--- config.mk ---
export PLATFORM = sky130hd
export DESIGN_NAME = bvt_mul
export DESIGN_NICKNAME = d
export VERILOG_FILES = /design/src/design/bvt_pkg.sv /design/src/design/bvt_mul.sv
export SDC_FILE = /design/constraint.sdc
export NUM_CORES = 2
export LEC_CHECK = 0
export BUFFER_PORTS_ARGS = -buffer_cell sky130_fd_sc_hd__buf_2
export CORE_UTILIZATION = 65
export DETAILED_ROUTE_END_ITERATION = 7
export GPL_ROUTABILITY_DRIVEN = 0
export PLACE_DENSITY = 0.83
export SKIP_CTS_REPAIR_TIMING = 1
export SLEW_MARGIN = 20
export SYNTH_ARGS = -nofsm -noshare
export SYNTH_HDL_FRONTEND = slang
export SYNTH_SLANG_ARGS = --single-unit
--- constraint.sdc ---
create_clock -name clk_i -period 9.1 [get_ports clk_i]
set_clock_uncertainty 0.1 [all_clocks]
set_input_delay 0.455 -clock clk_i [delete_from_list [all_inputs] [get_ports clk_i]]
set_output_delay 0.455 -clock clk_i [all_outputs]
set_load 0.005 [all_outputs]
--- src/design/bvt_pkg.sv ---
// ---------------------------------------------------------------------------
// bvt_pkg: shared types and constants for the bounding volume transform
// Q16.16 fixed point formats, transaction structs, shape and register codes.
// ---------------------------------------------------------------------------
`default_nettype none

package bvt_pkg;

  localparam int unsigned FracBits = 16;

  localparam int unsigned CfgIdxW  = 3;
  localparam int unsigned CfgDataW = 32;

  // shape codes
  localparam logic [1:0] ShapeNone   = 2'd0;
  localparam logic [1:0] ShapeSphere = 2'd1;
  localparam logic [1:0] ShapeBox    = 2'd2;

  // matrix column carrying the translation
  localparam logic [1:0] ColTranslate = 2'd3;

  // configuration register indexes
  localparam logic [CfgIdxW-1:0] CfgShapeMode = 3'd0;
  localparam logic [CfgIdxW-1:0] CfgCenterX   = 3'd1;
  localparam logic [CfgIdxW-1:0] CfgCenterY   = 3'd2;
  localparam logic [CfgIdxW-1:0] CfgCenterZ   = 3'd3;
  localparam logic [CfgIdxW-1:0] CfgRadius    = 3'd4;
  localparam logic [CfgIdxW-1:0] CfgHalfX     = 3'd5;
  localparam logic [CfgIdxW-1:0] CfgHalfY     = 3'd6;
  localparam logic [CfgIdxW-1:0] CfgHalfZ     = 3'd7;

  typedef struct packed {
    logic        [1:0]  column;
    logic signed [31:0] elem_x;
    logic signed [31:0] elem_y;
    logic signed [31:0] elem_z;
    logic        [30:0] scale_x;
    logic        [30:0] scale_y;
    logic        [30:0] scale_z;
  } in_t;

  typedef struct packed {
    logic        [1:0]  shape;
    logic signed [31:0] low_x;
    logic signed [31:0] low_y;
    logic signed [31:0] low_z;
    logic signed [31:0] high_x;
    logic signed [31:0] high_y;
    logic signed [31:0] high_z;
    logic        [30:0] radius;
  } out_t;

endpackage

`default_nettype wire

--- src/design/bvt_mul.sv ---
// ---------------------------------------------------------------------------
// bvt_mul: shared fixed point multiplier
// 33x33 signed product registered, then round-half-up rescale by FracBits.
// ---------------------------------------------------------------------------
`default_nettype none

module bvt_mul (
  input  wire logic               clk_i,
  input  wire logic               en_i,
  input  wire logic signed [32:0] a_i,
  input  wire logic signed [32:0] b_i,
  output logic signed [63:0]      res_o
);

  logic signed [65:0] full;
  logic signed [63:0] prod_q;
  logic signed [63:0] rnd;

  assign full = a_i * b_i;

  // operand magnitudes stay at or below 2^31, so the product fits 64 bits
  always_ff @(posedge clk_i) begin
    if (en_i) begin
      prod_q <= full[63:0];
    end
  end

  // floor((p + half) / 2^F) for either sign is an arithmetic shift
  assign rnd   = prod_q + (64'sd1 <<< (bvt_pkg::FracBits - 1));
  assign res_o = rnd >>> bvt_pkg::FracBits;

endmodule

`default_nettype wire

==> results_dict.tcl <==
set metrics [dict create \
    ys_types 64 \
    use_met2 0.594 \
    grt.overflow.total 0 \
    ys_warn_count 0 \
    initial_utilization 0.661 \
    first_pass_iters 8 \
    setup_tns_ps 0 \
    synth_cells 4222 \
    path_clk_slew_ps 80 \
    hold_viol_final 0 \
    dp_hpwl_um 84700 \
    design.die.area_um2 62600 \
    grt_pass1_vias 32500 \
    route.detailed.drc 0 \
    setup_slack_ps 567 \
    crit_cells 26 \
    synth_area_um2 40000 \
    wl_um 106000 \
    max_freq_mhz 117 \
    crit_required_ps 9080 \
    cts-root-buf "clkbuf_16" \
    portBuffers 131 \
    met3_usage 0.0792 \
    slew_headroom 0.277 \
    design_area_um2 41300 \
    placed_cell_area_um2 41200 \
    tightest_slew_ps 1090 \
    ys_ff_latch 49 \
    finalCritPeriodShare 0.938 \
    hp-class "in2reg" \
    htree_levels 2 \
    chipHeight_um 250 \
    dp_slack_ps 419 \
    core_um2 60600 \
    avgViaCountPerCell 5.80 \
    busiest_layer "met2" \
    areaGrowthSynthToFinish_pct 3.23 \
    crit_path_max_incr_delay_ps 600 \
    crit_path_end_kind "register" \
    synth_edf_count 49 \
    finalSetupViolCount 0 \
    antenna_found_initial 8 \
    grt_max_degree 50 \
    vias 28900 \
    placementRows 90 \
    max_cap_violations 0 \
    worstSetupStartpoint "b_i[9]" \
    grt_pass1_wl_um 172000 \
    syn-num-nets 5622 \
    yosysSeqAreaShare 0.0367 \
    gr-usage-met1 0.421 \
    reg.largest.list "prod_q: 49 flops" \
    cts_tree "yes" \
    drt_iter0_drc 2028 \
    cts.sink_count 49 \
    syn_area_per_cell_um2 9.49 \
    startpoint_type "input pin" \
    path_common_cell "fa_1" \
    ioPinCount 132 \
    clk_path_buf_depth 2 \
    utilization 0.682 \
    cp_num_buf_inv 6 \
    cp_data_arrival_time_ps 8510 \
    numCtsBuffers 5 \
    synthArstFlopShare 0 \
    avgRoutedWirePerCell_um 21.2 \
    critPathKind "in2reg" \
    nNetsFinal 5592 \
    drive_gt1_frac 0.0496 \
    fp.dieW_um 250 \
    status "complete, no violations" \
    cpMaxStageDelayCell "buf_2" \
    synthFlopType "edfxtp_1" \
    rsz0062_at_grt "no" \
    grt_use_total 0.360 \
    ant_nets 0 \
    critical_path.top_delay_family "adder cells" \
    finalCriticalPeriod_ps 8530 \
    path_max_fanout 28 \
    maxSlewViolCount 0 \
    largest_reg_flops 49 \
    regMostFlops "prod_q" \
    nFillCells 4534 \
    cp-endpoint "prod_q[61]" \
]
Yosys cell counts (4+ instances only):
cell type | instances | share of area
ha_1 | 208 | 0.065
nand2_1 | 563 | 0.053
a211oi_1 | 6 | 0.0011
a21o_1 | 30 | 0.0056
nand3_1 | 25 | 0.0031
o21a_1 | 10 | 0.0019
and3_1 | 14 | 0.0022
a31oi_1 | 5 | 0.00078
nor2b_1 | 28 | 0.0044
nand2b_1 | 8 | 0.0012
o21ai_0 | 17 | 0.0021
and4_1 | 5 | 0.0011
xnor2_1 | 80 | 0.017
fa_1 | 1124 | 0.56
nor3_1 | 7 | 0.00087
inv_1 | 1075 | 0.10
xor2_1 | 36 | 0.0079
buf_4 | 16 | 0.0030
o21ai_1 | 11 | 0.0014
a21oi_1 | 52 | 0.0065
edfxtp_1 | 49 | 0.037
clkbuf_1 | 203 | 0.019
and2_1 | 540 | 0.084
o21bai_1 | 5 | 0.00094
o2111ai_1 | 4 | 0.00087
nor2_1 | 34 | 0.0032
nand4_1 | 19 | 0.0030
placed cells by master, fill, tap and decap left out, types with 4 or more instances in the layout:
cell,n
xnor2_1,80
nand2b_1,8
a31oi_1,5
inv_1,1075
o21a_1,10
nand3_1,25
ha_1,208
a21oi_1,52
nor3_1,7
nor2b_1,28
o21ai_1,11
nand2_1,563
buf_4,52
and2_1,540
o21ai_0,17
and4_1,5
nand4_1,19
o2111ai_1,4
o21bai_1,5
a21o_1,30
xor2_1,36
and3_1,14
fa_1,1124
edfxtp_1,49
nor2_1,34
a211oi_1,6
clkbuf_16,5
buf_2,131
layer usage:
| layer | wire [um] | share of wire | vias up |
|---|---|---|---|
| met5 | 68 | 0.00064 | - |
| met4 | 8900 | 0.084 | 10 |
| met3 | 9930 | 0.094 | 571 |
| met2 | 51800 | 0.49 | 1588 |
| met1 | 35000 | 0.33 | 14800 |
| li1 | - | - | 11900 |
how the worst min path moves through the flow:
stage                           from    endpoint  slack [ps]  cells past startpoint
after CTS                       en_i  prod_q[59]         680                      2
after detailed placement  prod_q[50]   res_o[34]         880                      2
after global placement    prod_q[42]   res_o[26]         890                      2
after global routing            en_i  prod_q[59]         710                      2
final                           en_i  prod_q[59]         650                      2
after floorplan                 en_i  prod_q[15]         470                      0
through the flow:
stage,std cells,hold WS (ps)
CTS,4975,683
detailed placement,4967,877
floorplan,4222,467
global placement,4967,890
global route,4976,708
finish,4977,654
cells by family after synthesis:
kind of cell | Yosys count | synth area share
fa+ha+maj | 1332 | 0.627
flops | 49 | 0.0367
simple gates | 1257 | 0.159
compound gates | 172 | 0.0289
mux | 1 | 0.000250
xor+xnor | 116 | 0.0254
buf+inv | 1295 | 0.123
layout make-up:
type	count	area, um2	area share
sequential	49	1470	0.0356
tap	782	978	0.0237
inverter	1075	4040	0.0976
multi-input combinational	2878	33700	0.814
antenna	2	5.00	0.000121
timing repair buffer	183	1050	0.0253
clock buffer	5	125	0.00303
clock inverter	3	26.3	0.000636
Power is left out: the tool's default activity adds up to more than one toggle a clock period on the data nets, which glitch-free logic cannot reach.
